**src/hdl/mwpid_pkg.sv**
```systemverilog
// Shared types, constants and helpers for the multi-wheel PID speed controller.
// Used by the register bank, controller, datapath and top level.
package mwpid_pkg;

	localparam int WHEEL_COUNT = 4;
	localparam int WHEEL_W     = 2;
	localparam int SPEED_W     = 19;
	localparam int ERR_W       = 20;
	localparam int DIFF_W      = 21;
	localparam int INTEG_W     = 32;
	localparam int GAIN_W      = 16;
	localparam int GAIN_REG_W  = 64;
	localparam int TF_W        = 16;
	localparam int DRIVE_W     = 13;
	localparam int CFG_IDX_W   = 3;

	// shared multiplier: signed A x signed B (B is a zero-extended Q8.8 value)
	localparam int MUL_A_W     = 38;
	localparam int MUL_B_W     = GAIN_W + 1;
	localparam int PROD_W      = MUL_A_W + MUL_B_W;
	localparam int ACC_W       = 49;

	localparam logic signed [ACC_W-1:0] CLAMP_HI = ACC_W'(50 * 65536);
	localparam logic signed [ACC_W-1:0] CLAMP_LO = -ACC_W'(50 * 65536);

	typedef enum logic [CFG_IDX_W-1:0] {
		REG_KP  = 3'd0,
		REG_KI  = 3'd1,
		REG_KD  = 3'd2,
		REG_TF  = 3'd3,
		REG_ITF = 3'd4
	} cfg_reg_t;

	typedef struct packed {
		logic [GAIN_REG_W-1:0] kp;
		logic [GAIN_REG_W-1:0] ki;
		logic [GAIN_REG_W-1:0] kd;
		logic [TF_W-1:0]       tf;
		logic [TF_W-1:0]       itf;
	} cfg_regs_t;

	typedef enum logic [2:0] {
		S_IDLE,
		S_MI,
		S_MIT,
		S_MD,
		S_MDT,
		S_MP,
		S_SUM,
		S_DONE
	} ctrl_state_t;

	typedef enum logic [3:0] {
		OP_NONE,
		OP_LOAD,
		OP_MUL_I,
		OP_MUL_IT,
		OP_MUL_D,
		OP_MUL_DT,
		OP_MUL_P,
		OP_SUM,
		OP_OUT
	} dp_op_t;

	typedef struct packed {
		dp_op_t op;
	} dp_cmd_t;

	typedef struct packed {
		logic out_free;
	} dp_sts_t;

	// pick one wheel's 16-bit gain out of a packed register
	function automatic logic [GAIN_W-1:0] gain_sel(input logic [GAIN_REG_W-1:0] r,
		input logic [WHEEL_W-1:0] w);
		logic [5:0] base;
		base = {w, 4'b0000};
		return r[base +: GAIN_W];
	endfunction

endpackage

```
**src/hdl/mwpid_regs.sv**
```systemverilog
// Configuration register bank: gains and time factors.
// Depends on mwpid_pkg.
module mwpid_regs
	import mwpid_pkg::*;
(
	input  logic                  clk,
	input  logic                  arst_n,
	input  logic                  cfg_valid,
	output logic                  cfg_ready,
	input  logic [CFG_IDX_W-1:0]  cfg_index,
	input  logic [GAIN_REG_W-1:0] cfg_data,
	output cfg_regs_t             regs
);

	cfg_regs_t regs_q;

	assign cfg_ready = 1'b1;
	assign regs      = regs_q;

	always_ff @(posedge clk or negedge arst_n) begin
		if (!arst_n) begin
			regs_q.kp  <= '0;
			regs_q.ki  <= '0;
			regs_q.kd  <= '0;
			regs_q.tf  <= TF_W'(256);
			regs_q.itf <= TF_W'(256);
		end else if (cfg_valid && cfg_ready) begin
			unique case (cfg_reg_t'(cfg_index))
				REG_KP:  regs_q.kp  <= cfg_data;
				REG_KI:  regs_q.ki  <= cfg_data;
				REG_KD:  regs_q.kd  <= cfg_data;
				REG_TF:  regs_q.tf  <= cfg_data[TF_W-1:0];
				REG_ITF: regs_q.itf <= cfg_data[TF_W-1:0];
				default: ;
			endcase
		end
	end

endmodule

```
**src/hdl/mwpid_ctrl.sv**
```systemverilog
// Sequencer for one PID update: steps the shared multiplier through its five products.
// Depends on mwpid_pkg.
module mwpid_ctrl
	import mwpid_pkg::*;
(
	input  logic    clk,
	input  logic    arst_n,
	input  logic    in_valid,
	output logic    in_stall,
	output dp_cmd_t cmd,
	input  dp_sts_t sts
);

	ctrl_state_t state_q, state_d;

	always_comb begin
		state_d = state_q;
		unique case (state_q)
			S_IDLE:  if (in_valid) state_d = S_MI;
			S_MI:    state_d = S_MIT;
			S_MIT:   state_d = S_MD;
			S_MD:    state_d = S_MDT;
			S_MDT:   state_d = S_MP;
			S_MP:    state_d = S_SUM;
			S_SUM:   state_d = S_DONE;
			S_DONE:  if (sts.out_free) state_d = S_IDLE;
			default: state_d = S_IDLE;
		endcase
	end

	always_comb begin
		cmd.op   = OP_NONE;
		in_stall = 1'b1;
		unique case (state_q)
			S_IDLE: begin
				in_stall = 1'b0;
				if (in_valid) cmd.op = OP_LOAD;
			end
			S_MI:    cmd.op = OP_MUL_I;
			S_MIT:   cmd.op = OP_MUL_IT;
			S_MD:    cmd.op = OP_MUL_D;
			S_MDT:   cmd.op = OP_MUL_DT;
			S_MP:    cmd.op = OP_MUL_P;
			S_SUM:   cmd.op = OP_SUM;
			S_DONE:  if (sts.out_free) cmd.op = OP_OUT;
			default: cmd.op = OP_NONE;
		endcase
	end

	always_ff @(posedge clk or negedge arst_n) begin
		if (!arst_n) begin
			state_q <= S_IDLE;
		end else begin
			state_q <= state_d;
		end
	end

`ifndef ASSERT_OFF
	a_done_holds: assert property (@(posedge clk) disable iff (!arst_n)
		(state_q == S_DONE && !sts.out_free) |=> state_q == S_DONE)
		else $error("controller left DONE with output slot busy");
	a_accept_starts: assert property (@(posedge clk) disable iff (!arst_n)
		(in_valid && !in_stall) |=> state_q == S_MI)
		else $error("accepted request did not start the multiply sequence");
`endif

endmodule

```
**src/hdl/mwpid_dp.sv**
```systemverilog
// Datapath: per-wheel integral and last error, shared multiplier, accumulator, clamp
// and output register. Depends on mwpid_pkg.
module mwpid_dp
	import mwpid_pkg::*;
(
	input  logic                       clk,
	input  logic                       arst_n,
	input  dp_cmd_t                    cmd,
	output dp_sts_t                    sts,
	input  cfg_regs_t                  regs,
	input  logic [WHEEL_W-1:0]         wheel_index,
	input  logic signed [SPEED_W-1:0]  measured_speed,
	input  logic signed [SPEED_W-1:0]  target_speed,
	output logic                       out_valid,
	input  logic                       out_stall,
	output logic [WHEEL_W-1:0]         wheel_id,
	output logic signed [DRIVE_W-1:0]  drive_value,
	output logic                       was_clamped
);

	logic signed [INTEG_W-1:0] integral_q [WHEEL_COUNT];
	logic signed [ERR_W-1:0]   last_err_q [WHEEL_COUNT];

	logic [WHEEL_W-1:0]        wheel_q;
	logic                      wheel_ok_q;
	logic signed [ERR_W-1:0]   err_q;
	logic signed [DIFF_W-1:0]  diff_q;
	logic signed [INTEG_W-1:0] old_int_q;
	logic signed [INTEG_W-1:0] integ_q;
	logic signed [PROD_W-1:0]  prod_q;
	logic signed [ACC_W-1:0]   acc_q;
	logic                      out_valid_q;
	logic [WHEEL_W-1:0]        wheel_id_q;
	logic signed [DRIVE_W-1:0] drive_q;
	logic                      clamped_q;

	logic                          in_ok;
	logic signed [ERR_W-1:0]       err_d;
	logic signed [INTEG_W-1:0]     old_int_d;
	logic signed [ERR_W-1:0]       old_err_d;
	logic signed [MUL_A_W-1:0]     mul_a;
	logic signed [MUL_B_W-1:0]     mul_b;
	logic signed [PROD_W-1:0]      mul_p;
	logic signed [INTEG_W:0]       isum;
	logic signed [PROD_W-9:0]      prod_sh;
	logic signed [INTEG_W-1:0]     integ_sat;
	logic signed [ACC_W-1:0]       clamp_val;
	logic                          clamp_hit;

	assign in_ok     = 32'(wheel_index) < WHEEL_COUNT;
	assign err_d     = ERR_W'(measured_speed) - ERR_W'(target_speed);
	assign old_int_d = in_ok ? integral_q[wheel_index] : '0;
	assign old_err_d = in_ok ? last_err_q[wheel_index] : '0;

	// floor(prod / 256), used for the ki*err, integral and derivative terms
	assign prod_sh = prod_q[PROD_W-1:8];
	// old integral + floor(ki*err / 256); the shifted ki*err term fits 29 bits signed
	assign isum    = (INTEG_W+1)'(old_int_q) + (INTEG_W+1)'(prod_sh);

	always_comb begin
		if (prod_sh > (PROD_W-8)'(32'sh7FFF_FFFF)) begin
			integ_sat = 32'sh7FFF_FFFF;
		end else if (prod_sh < -(PROD_W-8)'(64'sh8000_0000)) begin
			integ_sat = 32'sh8000_0000;
		end else begin
			integ_sat = prod_sh[INTEG_W-1:0];
		end
	end

	// operand select for the one shared multiplier
	always_comb begin
		mul_a = '0;
		mul_b = '0;
		unique case (cmd.op)
			OP_MUL_I: begin
				mul_a = MUL_A_W'(err_q);
				mul_b = {1'b0, gain_sel(regs.ki, wheel_q)};
			end
			OP_MUL_IT: begin
				mul_a = MUL_A_W'(isum);
				mul_b = {1'b0, regs.itf};
			end
			OP_MUL_D: begin
				mul_a = MUL_A_W'(diff_q);
				mul_b = {1'b0, gain_sel(regs.kd, wheel_q)};
			end
			OP_MUL_DT: begin
				mul_a = prod_q[MUL_A_W-1:0];
				mul_b = {1'b0, regs.tf};
			end
			OP_MUL_P: begin
				mul_a = MUL_A_W'(err_q);
				mul_b = {1'b0, gain_sel(regs.kp, wheel_q)};
			end
			default: ;
		endcase
	end

	assign mul_p = mul_a * mul_b;

	always_comb begin
		clamp_hit = 1'b0;
		clamp_val = acc_q;
		if (acc_q > CLAMP_HI) begin
			clamp_val = CLAMP_HI;
			clamp_hit = 1'b1;
		end else if (acc_q < CLAMP_LO) begin
			clamp_val = CLAMP_LO;
			clamp_hit = 1'b1;
		end
	end

	always_ff @(posedge clk) begin
		unique case (cmd.op)
			OP_LOAD: begin
				wheel_q    <= wheel_index;
				wheel_ok_q <= in_ok;
				err_q      <= err_d;
				diff_q     <= DIFF_W'(err_d) - DIFF_W'(old_err_d);
				old_int_q  <= old_int_d;
			end
			OP_MUL_I, OP_MUL_IT, OP_MUL_DT: prod_q <= mul_p;
			OP_MUL_D: begin
				integ_q <= integ_sat;
				prod_q  <= mul_p;
			end
			OP_MUL_P: begin
				acc_q  <= ACC_W'(prod_sh) + ACC_W'(signed'({integ_q, 8'h00}));
				prod_q <= mul_p;
			end
			OP_SUM:  acc_q <= acc_q + ACC_W'(prod_q);
			OP_OUT: begin
				wheel_id_q <= wheel_q;
				drive_q    <= clamp_val[DRIVE_W+9:10];
				clamped_q  <= clamp_hit;
			end
			default: ;
		endcase
	end

	always_ff @(posedge clk or negedge arst_n) begin
		if (!arst_n) begin
			for (int i = 0; i < WHEEL_COUNT; i++) begin
				integral_q[i] <= '0;
				last_err_q[i] <= '0;
			end
		end else if (cmd.op == OP_MUL_P && wheel_ok_q) begin
			integral_q[wheel_q] <= integ_q;
			last_err_q[wheel_q] <= err_q;
		end
	end

	always_ff @(posedge clk or negedge arst_n) begin
		if (!arst_n) begin
			out_valid_q <= 1'b0;
		end else if (cmd.op == OP_OUT) begin
			out_valid_q <= 1'b1;
		end else if (!out_stall) begin
			out_valid_q <= 1'b0;
		end
	end

	assign sts.out_free = !out_valid_q || !out_stall;
	assign out_valid    = out_valid_q;
	assign wheel_id     = wheel_id_q;
	assign drive_value  = drive_q;
	assign was_clamped  = clamped_q;

`ifndef ASSERT_OFF
	a_out_loads: assert property (@(posedge clk) disable iff (!arst_n)
		(cmd.op == OP_OUT) |=> out_valid_q)
		else $error("result not presented after output load");
	a_no_overwrite: assert property (@(posedge clk) disable iff (!arst_n)
		(cmd.op == OP_OUT) |-> (!out_valid_q || !out_stall))
		else $error("output register overwritten while stalled");
	a_drive_range: assert property (@(posedge clk) disable iff (!arst_n)
		out_valid_q |-> (drive_q <= 13'sd3200 && drive_q >= -13'sd3200))
		else $error("drive value outside clamp range");
`endif

endmodule

```
**src/hdl/multi_wheel_pid_speed_controller.sv**
```systemverilog
// Top level of the multi-wheel PID speed controller.
// Depends on mwpid_pkg, mwpid_regs, mwpid_ctrl and mwpid_dp.
//
// Usage:
//  - Input channel (in_valid/in_stall): one request carries a wheel index and the
//    measured and target speed of that wheel in signed Q10.8.
//  - Output channel (out_valid/out_stall): one result per request with the wheel id,
//    the clamped drive value (signed, clamped raw drive / 1024) and a clamp flag.
//  - Config channel (cfg_valid/cfg_ready, cfg_index, cfg_data): gains and time
//    factors; write only while no request is in flight. cfg_ready is always high.
// Timing: a request is taken in IDLE. One request is in flight at a time: the load
// step, five products in sequence on the single shared multiplier, the final sum
// and the output step, which loads the output register and raises out_valid.
// A new request is taken while the previous result still waits in the output
// register. If the receiver stalls, the finished request waits in its last step
// until the output register frees up, and in_stall stays high meanwhile.
// Reset clears the per-wheel integrals and last errors, zeroes the gains and sets
// both time factors to 1.0.
module multi_wheel_pid_speed_controller
	import mwpid_pkg::*;
(
	input  logic                      clk,
	input  logic                      arst_n,
	input  logic                      in_valid,
	output logic                      in_stall,
	input  logic [WHEEL_W-1:0]        wheel_index,
	input  logic signed [SPEED_W-1:0] measured_speed,
	input  logic signed [SPEED_W-1:0] target_speed,
	output logic                      out_valid,
	input  logic                      out_stall,
	output logic [WHEEL_W-1:0]        wheel_id,
	output logic signed [DRIVE_W-1:0] drive_value,
	output logic                      was_clamped,
	input  logic                      cfg_valid,
	output logic                      cfg_ready,
	input  logic [CFG_IDX_W-1:0]      cfg_index,
	input  logic [GAIN_REG_W-1:0]     cfg_data
);

	cfg_regs_t regs;
	dp_cmd_t   cmd;
	dp_sts_t   sts;

	mwpid_regs u_regs (
		.clk       (clk),
		.arst_n    (arst_n),
		.cfg_valid (cfg_valid),
		.cfg_ready (cfg_ready),
		.cfg_index (cfg_index),
		.cfg_data  (cfg_data),
		.regs      (regs)
	);

	mwpid_ctrl u_ctrl (
		.clk      (clk),
		.arst_n   (arst_n),
		.in_valid (in_valid),
		.in_stall (in_stall),
		.cmd      (cmd),
		.sts      (sts)
	);

	mwpid_dp u_dp (
		.clk            (clk),
		.arst_n         (arst_n),
		.cmd            (cmd),
		.sts            (sts),
		.regs           (regs),
		.wheel_index    (wheel_index),
		.measured_speed (measured_speed),
		.target_speed   (target_speed),
		.out_valid      (out_valid),
		.out_stall      (out_stall),
		.wheel_id       (wheel_id),
		.drive_value    (drive_value),
		.was_clamped    (was_clamped)
	);

endmodule

```
**config.mk**
```make
export PLATFORM = sky130hd
export DESIGN_NAME = multi_wheel_pid_speed_controller
export DESIGN_NICKNAME = d
export VERILOG_FILES = /design/src/hdl/mwpid_pkg.sv /design/src/hdl/mwpid_regs.sv /design/src/hdl/mwpid_ctrl.sv /design/src/hdl/mwpid_dp.sv /design/src/hdl/multi_wheel_pid_speed_controller.sv
export SDC_FILE = /design/constraint.sdc
export NUM_CORES = 2
export LEC_CHECK = 0
export BUFFER_PORTS_ARGS = -buffer_cell sky130_fd_sc_hd__buf_2
export CORE_MARGIN = 2
export CORE_UTILIZATION = 33
export CTS_CLUSTER_SIZE = 24
export DETAILED_ROUTE_END_ITERATION = 16
export HOLD_SLACK_MARGIN = 0.15
export RECOVER_POWER = 50
export SLEW_MARGIN = 20
export SYNTH_ARGS = -nofsm -noshare
export SYNTH_HDL_FRONTEND = slang
export SYNTH_SLANG_ARGS = --single-unit
export TNS_END_PERCENT = 100
```
**constraint.sdc**
```tcl
create_clock -name clk -period 9.2 [get_ports clk]
set_clock_uncertainty 0.1 [all_clocks]
set_input_delay 0.92 -clock clk [delete_from_list [all_inputs] [get_ports clk]]
set_output_delay 0.92 -clock clk [all_outputs]
set_load 0.01 [all_outputs]
```
# After elaboration in Yosys (flattened, before gate mapping)
# Cells that the tools add are included.
# totals
output_inout_bits	19
regBits	663
latchBits	0
rom_bits	0
in_bits	112
n_memories	0
wordCells	109
ram_bits	0
# op_classes
div	0
n_bitwise	2
n_reduce_logical	16
mux	27
n_shift	3
n_mul	1
n_lt_le_gt_ge	7
n_addsub	5
eq_ne	22
# op_table
cell	n
$shiftx 64x7->16	3
$pmux 38 s4	1
$bwmux 128	1
$mux 32	4
$pmux 49 s2	1
$bwmux 80	1
$pmux 16 s5	1
$bmux 32 s2	1
$demux 32 s2	1
$mux 20	3
$mul 38x17->55	1
$add 49x49->49	1
$gt 49x23->1 const B	1
$lt 49x23->1 const B	1
$add 47x40->48	1
$gt 47x32->1 const B	1
$lt 47x32->1 const B	1
$bmux 20 s2	1
$demux 20 s2	1
$add 32x33->33	1
$pmux 4 s8	1
$pmux 3 s8	1
$mux 23	1
$sub 20x20->21	1
other kinds (24)	52

# Logic depth before layout (Yosys ltp)
# depth
word_depth	8
ltp_mapped	41
depth_no_buf	37

# Cells and area by module
# From an unflattened synthesis, not the netlist that was laid out.
# unflattened
cells_unflattened	5189
hier_area_um2	57019.7
# by_module_without_submodules
mod	seq_area_each_um2	area_each_um2	n_inst	cells_per_inst
mwpid_dp	12046.6	47590.6	1	4689
mwpid_regs	5607.9	9238.9	1	479
mwpid_ctrl	75.1	190.2	1	21

# Least setup slack after synthesis
# No wires, ideal clock.
# synth_timing
path_type	input -> register
from	input out_stall
to	register u_dp.prod_q[53], data pin
path_stages	33
required_time_ns	8.834
setup_ns	0.266
slack_ns	0.187
path_buffers	4
t_arrival_ns	8.647
cell_sequence	nand2_1 > nand3_1 > and2_1 > nand2_2 > nor2_2 > buf_4 > buf_4 > buf_2 > a222oi_1 > o21ai_1 > buf_2 > nand2_1 > fa_1 > inv_1 > fa_1 > fa_1 > fa_1 > fa_1 > inv_1 > fa_1 > inv_1 > ha_1 > and4_1 > and3_1 > nor2b_1 > a31o_2 > a221oi_1 > a21oi_1 > o21ai_0 > a21oi_1 > o21ai_0 > a21boi_0 > xor2_1
# synth_between
elab_chain_len	8
word_cells_on_any_way	13
classes_between	mul: 1; eq/ne: 5; mux: 4; reduce/logical: 3
# synth_rtl
item	line	rtl
start, declared	multi_wheel_pid_speed_controller.sv:30	input logic out_stall,
$logic_not 1->1 *	n/a	
$logic_or 1x1->1 *	mwpid_dp.sv:163	assign sts.out_free = !out_valid_q || !out_stall;
$mux 4 *	mwpid_ctrl.sv:45	S_DONE: if (sts.out_free) cmd.op = OP_OUT;
$pmux 4 s8 *	mwpid_ctrl.sv:34	unique case (state_q)
$eq 4x2->1 or $eq 4x3->1 (tied branches)	mwpid_dp.sv:74	unique case (cmd.op)
$reduce_or 2->1 (no line)	n/a	
$pmux 38 s4	mwpid_dp.sv:74	
$mul 38x17->55 *	mwpid_dp.sv:99	assign mul_p = mul_a * mul_b;
named net u_dp.mul_p[53]	mwpid_dp.sv:43	logic signed [PROD_W-1:0] mul_p;
end signal, assigned	mwpid_dp.sv:122	OP_MUL_I, OP_MUL_IT, OP_MUL_DT: prod_q <= mul_p;
end signal, assigned	mwpid_dp.sv:125	prod_q <= mul_p;
end signal, assigned	mwpid_dp.sv:129	prod_q <= mul_p;
end, declared	mwpid_dp.sv:30	logic signed [PROD_W-1:0] prod_q;
# Mark *: on every way through the listed nets, which the timed path passes. The rest lies on a longest branch.
# A chain may end at the register's enable or synchronous reset.

# Worst setup path after layout
# layout_timing
from	register u_dp.old_int_q[9]
to	register u_dp.prod_q[53], data pin
# layout_between
elab_chain_len	3
# layout_rtl
item	line	rtl
start, declared	mwpid_dp.sv:28	logic signed [INTEG_W-1:0] old_int_q;
start signal, assigned	mwpid_dp.sv:120	old_int_q <= old_int_d;
$add 32x33->33	mwpid_dp.sv:58	assign isum = (INTEG_W+1)'(old_int_q) + (INTEG_W+1)'(prod_sh);
$pmux 38 s4	mwpid_dp.sv:74	
$mul 38x17->55	mwpid_dp.sv:99	
named net u_dp.mul_p[53]	mwpid_dp.sv:43	
# The timed path passes the listed nets, and every way through them passes these cells.

==> flow_summary_export.csv <==
group,metric,value,unit
routing,routedWlPerCell,19.9,um
placement,gp_congestion,0.917,
routing,drcViolationCount,0,
yosys,seq_area_frac_synth,31.4,%
die,rows,151,
yosys,yosysWarnings,0,
yosys,synth.distinct_cells,88,
setup_path,cpMostUsedCell,"buf_4",
timing,rsz0062_at_grt,"yes",
setup_path,cp.arrival,9320,ps
cells_and_area,nNetsFinal,6850,
cts,htree_num_levels,3,
yosys,syn_nets,6348,
setup_path,slowest_delay,570,ps
cts,cts_made_buffers,73,
die,die_area,175000,sq um
global_route,grtUsageTotal,18.7,%
outcome,status,"complete, but fails checks",
job,maxCapViolations,10,
yosys,synthArstFlopShare,65.8,%
setup_path,cpLargestDelayFamily,"adder cells",
setup_path,startpoint_type,"register",
cts,cts.sinks,663,
yosys,ys.flop_type,"dfrtp_1",
global_route,grt_pass1_wl,256000,um
cells_and_area,final_core_util,39.6,%
timing,finalCritPeriodShare,97.8,%
die,die_y,418,um
timing,final-max-slew-violation-count,676,
yosys,synth_seq_cells,663,
cts,insertion_delay,710,ps
cells_and_area,drive_above_1_share,25.4,%
cells_and_area,num-fill-cells,16400,
die,initial_utilization,33.3,%
timing,fin_crit,9000,ps
routing,dr.pass1.iters,8,
routing,drt_iter0_drc,3023,
setup_path,cp_data_required_time,9520,ps
cells_and_area,final_cells,8151,
routing,vias,41700,
global_route,gr-total-overflow,0,
worst_hold_path,hold_path_class,"input pin to register",
cts,path_clk_slew,60,ps
routing,viasPerCell,5.12,
setup_path,path_buf_inv,10,
global_route,first_global_vias,44100,
cts,cts-root-buf,"clkbuf_16",
timing,tightest_slew,4180,ps
setup_path,worstSetupEndpointType,"register",
setup_path,slowest_stage,"fa_1",
cells_and_area,final_cell_mix,"inv_1, fa_1, nand2_1",
die,die_x,418,um
outcome,violations,"capacitance limit, slew limit",
cts,cts_tree,"done",
setup_path,critPathMaxFanout,3,
die,io_pins,131,
cts,clk_path_buf_depth,3,
die,coreArea,170000,sq um
timing,hold_viol,0,
yosys,syn_inst,5367,
placement,hpwl,124000,um
cells_and_area,final_common_cell,"inv_1",
global_route,grt_max_degree,165,
placement,post-place-cells,7951,
global_route,antenna_found_initial,4,
yosys,avgSynthCellArea,10.5,sq um
yosys,synth_edf_count,227,
timing,maxSlewHeadroom,-179,%
timing,fmax,111,MHz
routing,ant_nets,0,
yosys,syn_area,56500,sq um
cells_and_area,area_growth,19.0,%
timing,final-setup-viol-count,0,
routing,routed_wl,162000,um
placement,io_buffers,129,
setup_path,path_class,"register to register",
==> final cells by class <==
type | instances | area, sq um | area share, %
multi-input combinational | 3665 | 35900 | 53.3
sequential | 663 | 17700 | 26.4
timing repair buffer | 673 | 5360 | 7.98
inverter | 793 | 2980 | 4.43
tap | 2218 | 2780 | 4.13
clock buffer | 95 | 2000 | 2.98
clock inverter | 41 | 503 | 0.748
antenna | 3 | 7.51 | 0.0112
==> stage by stage <==
step	hold WS [ps]	setup slack [ps]	TNS, ps	cell area, sq um
2_1_floorplan	321	187	0	56500
3_3_place_gp	382	-502	-4580	63200
3_5_place_dp	391	-583	-5620	63200
4_1_cts	305	-86.6	-86.6	65900
5_1_grt	360	-118	-508	67200
6_report	363	198	0	67200
==> final timing paths <==
path	from	to	slack (ps)	depth (start not counted)
max	u_dp.old_int_q[9]$_DFFE_PN_	u_dp.prod_q[53]$_DFFE_PP_	200	37
min reg2reg	u_dp.integral_q[73]$_DFFE_PN0P_	u_dp.integral_q[73]$_DFFE_PN0P_	400	1
min in group asynchronous	arst_n	u_dp.last_err_q[29]$_DFFE_PN0P_	1960	2
max in group asynchronous	arst_n	u_dp.integral_q[126]$_DFFE_PN0P_	1580	3
min	cfg_data[25]	u_regs.regs[121]$_DFFE_PN0P_	360	3
max reg2reg	u_dp.old_int_q[9]$_DFFE_PN_	u_dp.prod_q[53]$_DFFE_PP_	200	37
==> Yosys cell counts, types with 74 or more instances <==
library cell	instances	area (sq um)
nand2_1	537	2020
inv_1	793	2980
a21o_1	150	1130
nor2b_1	86	538
o21ai_0	134	671
buf_2	74	370
nor2_1	292	1100
xnor2_1	111	972
fa_1	578	11600
ha_1	291	3640
a21oi_1	238	1190
clkbuf_1	144	541
mux2_2	430	4840
dfrtp_1	434	10900
edfxtp_1	227	6820
==> worst reg2reg max path, delay by kind of cell, from the launching register on <==
| kind | cells | cell delay [ps] |
|---|---|---|
| simple gates | 5 | 990 |
| xor+xnor | 1 | 170 |
| flops | 1 | 480 |
| mux | 1 | 270 |
| buf+inv | 10 | 1200 |
| fa+ha+maj | 8 | 3720 |
| compound gates | 12 | 1810 |
==> cell families (layout without fill, tap and decap cells) <==
family | count (synthesis) | in the layout | share of synthesized area (%)
compound gates | 879 | 879 | 10.5
xor+xnor | 176 | 176 | 2.73
fa+ha+maj | 869 | 869 | 26.9
buf+inv | 1039 | 1602 | 7.15
flops | 663 | 663 | 31.4
mux | 505 | 505 | 11.3
other cells | 1 | 4 | 0.00664
simple gates | 1235 | 1235 | 9.97
==> state kept, by name, indices dropped and copies added, names as in the netlist <==
signal / flops
u_dp.wheel_q: 2
u_dp.out_valid: 1
u_ctrl.state_q: 3
u_dp.integ_q: 32
u_dp.wheel_id: 2
u_dp.acc_q: 49
u_dp.err_q: 20
u_regs.regs: 224
u_dp.drive_value: 13
u_dp.last_err_q: 80
u_dp.prod_q: 55
u_dp.was_clamped: 1
u_dp.diff_q: 21
u_dp.old_int_q: 32
u_dp.integral_q: 128
==> repair_timing <==
| item | 4_1_cts | 5_1_grt |
|---|---|---|
| hold buffers | 1 | 0 |
| buffers inserted | 9 | 45 |
| resized for setup | 41 | 208 |
| endpoints found under the setup margin | 19 | 27 |
| cloned | 1 | 5 |
| pin swaps | 14 | 178 |
| hold endpoints to repair | 61 | 0 |
==> routing by layer <==
layer	track usage, %	routed length [um]	share of wire (%)	up-vias
met5	0	0	0	-
met4	4.66	3700	2.3	0
met3	2.54	7730	4.8	168
met2	31.2	78600	49	958
met1	25.7	71900	44	21600
li1	-	-	-	19000
Power is left out: the tool's default activity adds up to more than one toggle a clock period on the data nets, which glitch-free logic cannot reach.
